$ cat config.mk
export PLATFORM = sky130hd
export DESIGN_NAME = multichannel_watchdog_kick_timer_top
export DESIGN_NICKNAME = d
export VERILOG_FILES = /design/src/hw/rtl/mwkt_pkg.sv /design/src/hw/rtl/multichannel_watchdog_kick_timer_top.sv /design/src/hw/rtl/mwkt_mem.sv /design/src/hw/rtl/mwkt_conv.sv /design/src/hw/rtl/mwkt_ctrl.sv
export SDC_FILE = /design/constraint.sdc
export NUM_CORES = 2
export LEC_CHECK = 0
export ABC_AREA = 1
export ABC_CLOCK_PERIOD_IN_PS = 19600
export BUFFER_PORTS_ARGS = -buffer_cell sky130_fd_sc_hd__buf_2
export CAP_MARGIN = 20
export CORE_AREA = 2 2 413 415
export DETAILED_ROUTE_END_ITERATION = 8
export DIE_AREA = 0 0 415 417
export GPL_TIMING_DRIVEN = 1
export PLACE_DENSITY = 0.76
export SLEW_MARGIN = 20
export SYNTH_ARGS = -nofsm -noshare
export SYNTH_HDL_FRONTEND = slang
export SYNTH_SLANG_ARGS = --single-unit
$ cat constraint.sdc
create_clock -name clk -period 19.6 [get_ports clk]
set_input_delay 2.94 -clock clk [delete_from_list [all_inputs] [get_ports clk]]
set_output_delay 2.94 -clock clk [all_outputs]
set_load 0.03 [all_outputs]
$ cat src/hw/rtl/mwkt_pkg.sv
package mwkt_pkg;

	localparam int unsigned CHANNELS_DEF = 8;
	localparam logic [31:0] MIN_PERIOD_DEF = 32'd1;
	localparam logic [31:0] MAX_PERIOD_DEF = 32'd65535;

	// x / 1000 == (x * DIV_MAGIC) >> DIV_SHIFT for every 32-bit x
	localparam logic [31:0] DIV_MAGIC = 32'h10624DD3;
	localparam int unsigned DIV_SHIFT = 38;

	typedef enum logic [2:0] {
		CMD_INIT   = 3'd0,
		CMD_DEINIT = 3'd1,
		CMD_START  = 3'd2,
		CMD_STOP   = 3'd3,
		CMD_SETP   = 3'd4,
		CMD_GET    = 3'd5,
		CMD_TICK   = 3'd6
	} cmd_e;

	typedef enum logic [2:0] {
		CFG_NUM_CHANNELS = 3'd0,
		CFG_CONF_MASK    = 3'd1,
		CFG_ONESHOT_MASK = 3'd2,
		CFG_TICK_FREQ    = 3'd3,
		CFG_INIT_PERIOD  = 3'd4
	} cfg_idx_e;

	typedef enum logic [1:0] {
		MODE_UNINIT  = 2'd0,
		MODE_READY   = 2'd1,
		MODE_RUNNING = 2'd2,
		MODE_STOPPED = 2'd3
	} mode_t;

	localparam logic [2:0] CST_UNINIT = 3'd0;
	localparam logic [2:0] CST_ERROR  = 3'd4;

	typedef enum logic [1:0] {
		ST_IDLE,
		ST_CONV,
		ST_EXEC,
		ST_SWEEP
	} state_t;

	typedef struct packed {
		logic [2:0]  cmd;
		logic [7:0]  channel;
		logic [31:0] period_ms;
		logic        watchdog_ok;
	} cmd_t;

	typedef struct packed {
		logic        status;
		logic [2:0]  chan_state;
		logic        trigger;
		logic        trigger_ok;
		logic [31:0] kick_total;
		logic [31:0] missed_total;
	} res_t;

	typedef struct packed {
		logic [3:0]  num_channels;
		logic [7:0]  configured_mask;
		logic [7:0]  one_shot_mask;
		logic [31:0] tick_freq_hz;
		logic [31:0] init_period_ms;
	} cfg_t;

	typedef struct packed {
		mode_t       mode;
		logic [31:0] tick;
		logic [31:0] target;
		logic [31:0] kick;
		logic [31:0] miss;
	} entry_t;

endpackage

$ cat src/hw/rtl/multichannel_watchdog_kick_timer_top.sv
// A taken start goes to exec, via conv first for init and set period; result and done are
// registered at the end of exec. The entry is read when start is taken, written back in exec;
// starts are taken only while idle, and init and deinit then hold busy to rewrite all entries.
// Reset: arst_n clears the controller and per-entry valid bits; every channel reads uninit.
// The receiver cannot stall: done marks each result beat for exactly one cycle.
module multichannel_watchdog_kick_timer_top import mwkt_pkg::*; #(
	parameter int unsigned CHANNELS = CHANNELS_DEF,
	parameter logic [31:0] MIN_PERIOD_MS = MIN_PERIOD_DEF,
	parameter logic [31:0] MAX_PERIOD_MS = MAX_PERIOD_DEF
) (
	input  logic        clk,
	input  logic        arst_n,
	input  logic        start,
	input  cmd_t        command,
	output logic        busy,
	output logic        done,
	output res_t        result,
	input  logic        cfg_we,
	input  logic [2:0]  cfg_idx,
	input  logic [31:0] cfg_data
);

	localparam int unsigned AW = (CHANNELS > 1) ? $clog2(CHANNELS) : 1;

	cfg_t cfg_q;
	logic rd_en, wr_en, conv_load;
	logic [AW-1:0] rd_addr, wr_addr;
	entry_t rd_data, wr_data;
	logic [31:0] conv_ms, conv_ticks;

	always_ff @(posedge clk or negedge arst_n) begin
		if (!arst_n) begin
			cfg_q.num_channels <= 4'd0;
			cfg_q.configured_mask <= 8'd0;
			cfg_q.one_shot_mask <= 8'd0;
			cfg_q.tick_freq_hz <= 32'd1000;
			cfg_q.init_period_ms <= 32'd100;
		end else if (cfg_we) begin
			case (cfg_idx)
				CFG_NUM_CHANNELS: cfg_q.num_channels <= cfg_data[3:0];
				CFG_CONF_MASK:    cfg_q.configured_mask <= cfg_data[7:0];
				CFG_ONESHOT_MASK: cfg_q.one_shot_mask <= cfg_data[7:0];
				CFG_TICK_FREQ:    cfg_q.tick_freq_hz <= cfg_data;
				CFG_INIT_PERIOD:  cfg_q.init_period_ms <= cfg_data;
				default: begin
					cfg_q <= cfg_q;
				end
			endcase
		end
	end

	mwkt_mem #(
		.CHANNELS(CHANNELS),
		.AW(AW)
	) u_mem (
		.clk(clk),
		.arst_n(arst_n),
		.rd_en(rd_en),
		.rd_addr(rd_addr),
		.rd_data(rd_data),
		.wr_en(wr_en),
		.wr_addr(wr_addr),
		.wr_data(wr_data)
	);

	mwkt_conv u_conv (
		.clk(clk),
		.load(conv_load),
		.ms(conv_ms),
		.freq(cfg_q.tick_freq_hz),
		.ticks(conv_ticks)
	);

	mwkt_ctrl #(
		.CHANNELS(CHANNELS),
		.MIN_PERIOD_MS(MIN_PERIOD_MS),
		.MAX_PERIOD_MS(MAX_PERIOD_MS),
		.AW(AW)
	) u_ctrl (
		.clk(clk),
		.arst_n(arst_n),
		.start(start),
		.command(command),
		.cfg(cfg_q),
		.busy(busy),
		.done(done),
		.result(result),
		.rd_en(rd_en),
		.rd_addr(rd_addr),
		.rd_data(rd_data),
		.wr_en(wr_en),
		.wr_addr(wr_addr),
		.wr_data(wr_data),
		.conv_load(conv_load),
		.conv_ms(conv_ms),
		.conv_ticks(conv_ticks)
	);

endmodule

$ cat src/hw/rtl/mwkt_mem.sv
module mwkt_mem import mwkt_pkg::*; #(
	parameter int unsigned CHANNELS = CHANNELS_DEF,
	parameter int unsigned AW = 3
) (
	input  logic          clk,
	input  logic          arst_n,
	input  logic          rd_en,
	input  logic [AW-1:0] rd_addr,
	output entry_t        rd_data,
	input  logic          wr_en,
	input  logic [AW-1:0] wr_addr,
	input  entry_t        wr_data
);

	entry_t mem [CHANNELS];
	logic [CHANNELS-1:0] vld_q;
	entry_t data_q;
	logic rvld_q;

	always_ff @(posedge clk) begin
		if (wr_en) begin
			mem[wr_addr] <= wr_data;
		end
		if (rd_en) begin
			data_q <= mem[rd_addr];
		end
	end

	always_ff @(posedge clk or negedge arst_n) begin
		if (!arst_n) begin
			vld_q <= '0;
			rvld_q <= 1'b0;
		end else begin
			if (wr_en) begin
				vld_q[wr_addr] <= 1'b1;
			end
			if (rd_en) begin
				rvld_q <= vld_q[rd_addr];
			end
		end
	end

	assign rd_data = rvld_q ? data_q : '0;

endmodule

$ cat src/hw/rtl/mwkt_conv.sv
module mwkt_conv import mwkt_pkg::*; (
	input  logic        clk,
	input  logic        load,
	input  logic [31:0] ms,
	input  logic [31:0] freq,
	output logic [31:0] ticks
);

	logic [31:0] prod_s1;
	logic fz_s1;
	logic [63:0] recip;
	logic [25:0] quot;
	logic [31:0] ticks_s2;

	always_ff @(posedge clk) begin
		if (load) begin
			prod_s1 <= 32'(ms * freq);
			fz_s1 <= (freq == 32'd0);
		end
	end

	assign recip = 64'(prod_s1) * 64'(DIV_MAGIC);
	assign quot = recip[63:DIV_SHIFT];

	always_ff @(posedge clk) begin
		if (fz_s1) begin
			ticks_s2 <= 32'd0;
		end else if (quot == 26'd0) begin
			ticks_s2 <= 32'd1;
		end else begin
			ticks_s2 <= {6'd0, quot};
		end
	end

	assign ticks = ticks_s2;

endmodule

$ cat src/hw/rtl/mwkt_ctrl.sv
module mwkt_ctrl import mwkt_pkg::*; #(
	parameter int unsigned CHANNELS = CHANNELS_DEF,
	parameter logic [31:0] MIN_PERIOD_MS = MIN_PERIOD_DEF,
	parameter logic [31:0] MAX_PERIOD_MS = MAX_PERIOD_DEF,
	parameter int unsigned AW = 3
) (
	input  logic          clk,
	input  logic          arst_n,
	input  logic          start,
	input  cmd_t          command,
	input  cfg_t          cfg,
	output logic          busy,
	output logic          done,
	output res_t          result,
	output logic          rd_en,
	output logic [AW-1:0] rd_addr,
	input  entry_t        rd_data,
	output logic          wr_en,
	output logic [AW-1:0] wr_addr,
	output entry_t        wr_data,
	output logic          conv_load,
	output logic [31:0]   conv_ms,
	input  logic [31:0]   conv_ticks
);

	localparam logic [AW-1:0] LAST = AW'(CHANNELS - 1);

	state_t state_q, state_d;
	cmd_t cmd_q;
	logic init_q, init_d;
	logic fill_q;
	logic [AW-1:0] idx_q;
	res_t res_q, res_d;
	logic done_q;

	logic accept;
	logic valid, conf_ch, pok, iok, init_go, init_good, any_conf;
	logic sweep, fill, fail, trig, ex_wr;
	logic [7:0] conf_vec;
	logic [31:0] tnext;
	entry_t ent, nent, oent;

	function automatic logic command_valid(input logic [7:0] ch);
		return {24'd0, ch} < 32'(CHANNELS);
	endfunction

	assign accept = start && (state_q == ST_IDLE);

	always_comb begin
		for (int c = 0; c < 8; c++) begin
			conf_vec[c] = (4'(c) < cfg.num_channels) && (c < CHANNELS) &&
				cfg.configured_mask[c];
		end
	end

	assign any_conf = |conf_vec;
	assign valid = command_valid(cmd_q.channel);
	assign conf_ch = valid && conf_vec[cmd_q.channel[2:0]];
	assign pok = (cmd_q.period_ms >= MIN_PERIOD_MS) && (cmd_q.period_ms <= MAX_PERIOD_MS);
	assign iok = (cfg.init_period_ms >= MIN_PERIOD_MS) &&
		(cfg.init_period_ms <= MAX_PERIOD_MS);
	assign init_go = !init_q && ({28'd0, cfg.num_channels} <= 32'(CHANNELS));
	assign init_good = init_go && (!any_conf || iok);
	assign ent = rd_data;
	assign tnext = ent.tick + 32'd1;

	always_comb begin
		nent = ent;
		fail = 1'b1;
		trig = 1'b0;
		init_d = init_q;
		ex_wr = 1'b0;
		sweep = 1'b0;
		fill = 1'b0;
		case (cmd_q.cmd)
			CMD_INIT: begin
				if (init_go) begin
					sweep = 1'b1;
					fill = init_good;
					fail = !init_good;
					init_d = init_good;
				end
			end
			CMD_DEINIT: begin
				if (init_q) begin
					sweep = 1'b1;
					fail = 1'b0;
					init_d = 1'b0;
				end
			end
			CMD_START: begin
				if (init_q && conf_ch) begin
					if (ent.mode == MODE_RUNNING) begin
						fail = 1'b0;
					end else if (ent.mode == MODE_READY || ent.mode == MODE_STOPPED) begin
						nent.tick = 32'd0;
						nent.mode = MODE_RUNNING;
						ex_wr = 1'b1;
						fail = 1'b0;
					end
				end
			end
			CMD_STOP: begin
				if (init_q && valid) begin
					if (ent.mode == MODE_RUNNING) begin
						nent.mode = MODE_STOPPED;
						ex_wr = 1'b1;
					end
					fail = 1'b0;
				end
			end
			CMD_SETP: begin
				if (init_q && pok && conf_ch) begin
					nent.target = conv_ticks;
					nent.tick = 32'd0;
					ex_wr = 1'b1;
					fail = 1'b0;
				end
			end
			CMD_GET: begin
				if (init_q && valid) begin
					fail = 1'b0;
				end
			end
			CMD_TICK: begin
				if (init_q && valid && ent.mode == MODE_RUNNING) begin
					fail = 1'b0;
					ex_wr = 1'b1;
					nent.tick = tnext;
					if (tnext >= ent.target) begin
						nent.tick = 32'd0;
						if (conf_ch) begin
							trig = 1'b1;
							if (cmd_q.watchdog_ok) begin
								nent.kick = ent.kick + 32'd1;
							end else begin
								nent.miss = ent.miss + 32'd1;
							end
							if (cfg.one_shot_mask[cmd_q.channel[2:0]]) begin
								nent.mode = MODE_STOPPED;
							end
						end
					end
				end
			end
			default: begin
				fail = 1'b1;
			end
		endcase
	end

	always_comb begin
		oent = nent;
		if (sweep) begin
			oent = '0;
			if (fill && conf_ch) begin
				oent.mode = MODE_READY;
			end
		end
		res_d.status = fail;
		if (!init_d) begin
			res_d.chan_state = CST_UNINIT;
		end else if (!valid) begin
			res_d.chan_state = CST_ERROR;
		end else begin
			res_d.chan_state = {1'b0, oent.mode};
		end
		res_d.trigger = trig;
		res_d.trigger_ok = trig && cmd_q.watchdog_ok;
		res_d.kick_total = valid ? oent.kick : 32'd0;
		res_d.missed_total = valid ? oent.miss : 32'd0;
	end

	always_comb begin
		state_d = state_q;
		case (state_q)
			ST_IDLE: begin
				if (start) begin
					if (command.cmd == CMD_INIT || command.cmd == CMD_SETP) begin
						state_d = ST_CONV;
					end else begin
						state_d = ST_EXEC;
					end
				end
			end
			ST_CONV: state_d = ST_EXEC;
			ST_EXEC: state_d = sweep ? ST_SWEEP : ST_IDLE;
			ST_SWEEP: begin
				if (idx_q == LAST) begin
					state_d = ST_IDLE;
				end
			end
			default: state_d = ST_IDLE;
		endcase
	end

	always_comb begin
		busy = (state_q != ST_IDLE);
		rd_en = accept;
		rd_addr = command.channel[AW-1:0];
		conv_load = accept;
		conv_ms = (command.cmd == CMD_INIT) ? cfg.init_period_ms : command.period_ms;
		wr_en = 1'b0;
		wr_addr = cmd_q.channel[AW-1:0];
		wr_data = nent;
		case (state_q)
			ST_EXEC: begin
				wr_en = ex_wr;
			end
			ST_SWEEP: begin
				wr_en = 1'b1;
				wr_addr = idx_q;
				wr_data = '0;
				if (fill_q && conf_vec[3'(idx_q)]) begin
					wr_data.mode = MODE_READY;
					wr_data.target = conv_ticks;
				end
			end
			default: begin
				wr_en = 1'b0;
			end
		endcase
	end

	always_ff @(posedge clk) begin
		if (accept) begin
			cmd_q <= command;
		end
		if (state_q == ST_EXEC) begin
			res_q <= res_d;
		end
	end

	always_ff @(posedge clk or negedge arst_n) begin
		if (!arst_n) begin
			state_q <= ST_IDLE;
			init_q <= 1'b0;
			fill_q <= 1'b0;
			idx_q <= '0;
			done_q <= 1'b0;
		end else begin
			state_q <= state_d;
			done_q <= (state_q == ST_EXEC);
			if (state_q == ST_EXEC) begin
				init_q <= init_d;
				fill_q <= fill;
				idx_q <= '0;
			end else if (state_q == ST_SWEEP) begin
				idx_q <= idx_q + AW'(1);
			end
		end
	end

	assign done = done_q;
	assign result = res_q;

	a_done_single: assert property (@(posedge clk) disable iff (!arst_n)
		done |=> !done) else $error("result beat longer than one cycle");
	a_ok_needs_trig: assert property (@(posedge clk) disable iff (!arst_n)
		done && result.trigger_ok |-> result.trigger) else $error("trigger_ok without trigger");
	a_trig_status: assert property (@(posedge clk) disable iff (!arst_n)
		done && result.trigger |-> !result.status) else $error("trigger on failed tick");
	a_uninit_state: assert property (@(posedge clk) disable iff (!arst_n)
		done && !init_q |-> result.chan_state == CST_UNINIT)
		else $error("channel state shown while uninitialized");

endmodule
==> flow_metrics.tcl <==
set metrics [dict create \
    critical_path.most_common_cell "fa_1" \
    finClkSkew_ns 0.0639 \
    grt_first_pass_wirelength_um 393000 \
    report.final.slew_viol_count 0 \
    die_area_um2 173000 \
    first_global_vias 67900 \
    synth_edf_count 1317 \
    synth-simple-area-share 0.144 \
    layout_setup_ws_ns 8.46 \
    place_congestion 0.978 \
    cp_data_required_time_ns 20.10 \
    clockRootBuffer "clkbuf_16" \
    synthFlopType "edfxtp_1" \
    io_buffer_count 154 \
    die-width_um 415 \
    seq_area_um2 42600 \
    fillers 13800 \
    clockBufferDepth 3 \
    tightestPinTransition_ns 1.24 \
    postLayoutCellArea_um2 99700 \
    rsz0062_at_grt "false" \
    synth_top_family_by_area "adder cells" \
    synth.most_common_cell "inv_1" \
    final_cells 11700 \
    diodes 0 \
    path_buf_inv 7 \
    critPathMaxStageDelay_ns 0.67 \
    clkSinkCount 1441 \
    yosys-top-cells-count "1553 x inv_1, 1513 x nor2_1, 1354 x nand2_1, 1317 x edfxtp_1, 754 x o21ai_0" \
    synth_top_area_cell "edfxtp_1" \
    pre_cts_slack_ns 7.88 \
    fin_crit_sh 0.568 \
    yosys-top-cells-area "edfxtp_1 43%, fa_1 15%, ha_1 7.4%" \
    critPathTopFamily "adder cells" \
    synthXorXnorAreaFrac 0.0113 \
    cts_max_level 4 \
    postCtsHoldBufs 0 \
    ys_types 60 \
    synthAdderAreaFrac 0.227 \
    drt_first_pass_iters 8 \
    r2r_start "cfg_q[2]" \
    drt_iter0_drc 7097 \
    initial_utilization 0.548 \
    hold_path_class "flip-flop to flip-flop" \
    drcViolationCount 0 \
    hold_end "u_mem.vld_q[7]" \
    cp_max_fo 43 \
    relSlewSlack 0.176 \
    core_um2 169000 \
    grt_usage 0.296 \
    fmax_ghz 0.0898 \
    cts_tree "built" \
    arrival_ns 11.64 \
    clk_latency_ns 0.80 \
    muxShareOfSynthArea 0.000230 \
    areaGrowthSynthToFinish_pct 8.05 \
    dp_cells 11400 \
    viasPerCell 5.77 \
    crit_path_start_kind "input port" \
    place_hpwl_um 176000 \
    io_pins 155 \
    postCtsSetupBuffers 0 \
    hold_path_depth 2 \
    ant_nets 0 \
    num_rows 151 \
    tns_ns 0 \
    min_period_ns 11.14 \
    worstHoldStart "u_mem.vld_q[7]" \
    antenna_found_initial 4 \
    overflow 0 \
    rr_endpoint "u_conv.prod_s1[31]" \
    cts.clk_slew.worst_paths_ns 0.06 \
    die-height_um 417 \
    multi_input_area_um2 42500 \
    r2r_slack_ns 11.34 \
    synth_seq_cells 1441 \
    synth_area_um2 92300 \
    avgSynthCellArea_um2 9.87 \
    ys_async_sr_fraction 0.0701 \
    grt_max_degree 252 \
    wl_um 256000 \
    synth-compound-area-share 0.0763 \
    drt-wirelength-per-cell_um 21.9 \
    ys_seq_area_frac 0.461 \
    drv_cap 0 \
    cts-resized-gates 0 \
    synth_cells 9347 \
    crit_path_end_kind "flip-flop" \
    cts_made_buffers 141 \
    dr_total_vias 67400 \
    run_status "completed" \
    ys_warn_count 0 \
    finalSetupViolCount 0 \
    cpMaxStageDelayCell "clkinv_1" \
    r2r_cells 25 \
    placed_area_um2 95200 \
    synth_top_area_share 0.429 \
    final_nets 10700 \
    hold_viol_final 0 \
    syn_nets 10700 \
    drive_above_1_share 0.0547 \
    crit_type "input port to flip-flop" \
]
-- sequential cells by signal, indices dropped and copies added, names as in the netlist, 2 cells and up --
register and cells:
u_mem.mem 1040, u_ctrl.idx_q 3, u_mem.vld_q 8, u_conv.prod_s1 32, u_ctrl.state_q 2, u_ctrl.result 70
u_mem.data_q 130, u_conv.ticks 23, u_ctrl.cmd_q 44, cfg_q 84
-- metal layers --
| layer | track usage | up-vias | part of all wire |
|---|---|---|---|
| met3 | 0.0509 | 627 | 0.089 |
| met1 | 0.394 | 33100 | 0.40 |
| li1 | - | 30400 | - |
| met5 | 0 | - | 0.000094 |
| met2 | 0.482 | 3246 | 0.47 |
| met4 | 0.124 | 4 | 0.044 |
-- worst max path at each step --
stage                start                  to  slack [ns]  depth (start not counted)
4_1_cts        command[42]  u_conv.prod_s1[30]        8.63                         31
3_3_place_gp   command[42]  u_conv.prod_s1[29]        7.91                         33
3_5_place_dp   command[42]  u_conv.prod_s1[29]        7.88                         30
6_report       command[42]  u_conv.prod_s1[30]        8.46                         31
2_1_floorplan        start        u_mem.rvld_q        7.23                          4
5_1_grt        command[43]  u_conv.prod_s1[29]        8.03                         29
-- layout make-up --
type	count	area share
Timing Repair Buffer	225	0.0139
Tap cell	2218	0.0278
Sequential cell	1441	0.427
Clock inverter	85	0.00882
Inverter	1574	0.0595
Multi-Input combinational cell	5973	0.426
Clock buffer	172	0.0368
-- cells by family after synthesis --
| logic type | Yosys count |
|---|---|
| AND/OR/NAND/NOR | 3303 |
| flip-flops | 1441 |
| XOR/XNOR | 119 |
| multiplexers | 2 |
| adder cells (fa/ha/maj) | 1254 |
| buffers and inverters | 1933 |
| AO/OA/AOI/OAI | 1295 |
-- cells in the final DEF (no fill, tap or decap), types with 12 or more instances in the layout --
cell type / instances
fa_1: 706
dfrtp_1: 91
o211ai_1: 20
xnor2_1: 36
nand3b_1: 15
nand2_1: 1354
nand4_1: 79
o31ai_1: 22
nor2_4: 12
nor3_1: 49
a31oi_1: 132
clkinv_1: 32
a21oi_1: 182
nor4_1: 35
ha_1: 548
inv_1: 1552
o21ai_0: 754
clkinv_2: 30
nand3_1: 196
xor2_1: 83
dfxtp_1: 23
edfxtp_1: 1317
clkbuf_1: 28
o21bai_1: 15
buf_2: 151
buf_4: 68
nor2_1: 1502
clkbuf_16: 141
o22ai_1: 137
-- tightest hold or removal path: stages, from the launching register on --
cell,delay (ns)
dfrtp_1,0.32
inv_1,0.05
o21ai_0,0.07
-- per-stage QoR --
stage	hold slack, ns	util
finish	0.475	0.592
global route	0.480	0.592
CTS	0.466	0.592
detailed placement	0.452	0.565
global placement	0.439	0.564
floorplan	0.407	-
Power is left out: the tool's default activity adds up to more than one toggle a clock period on the data nets, which glitch-free logic cannot reach.
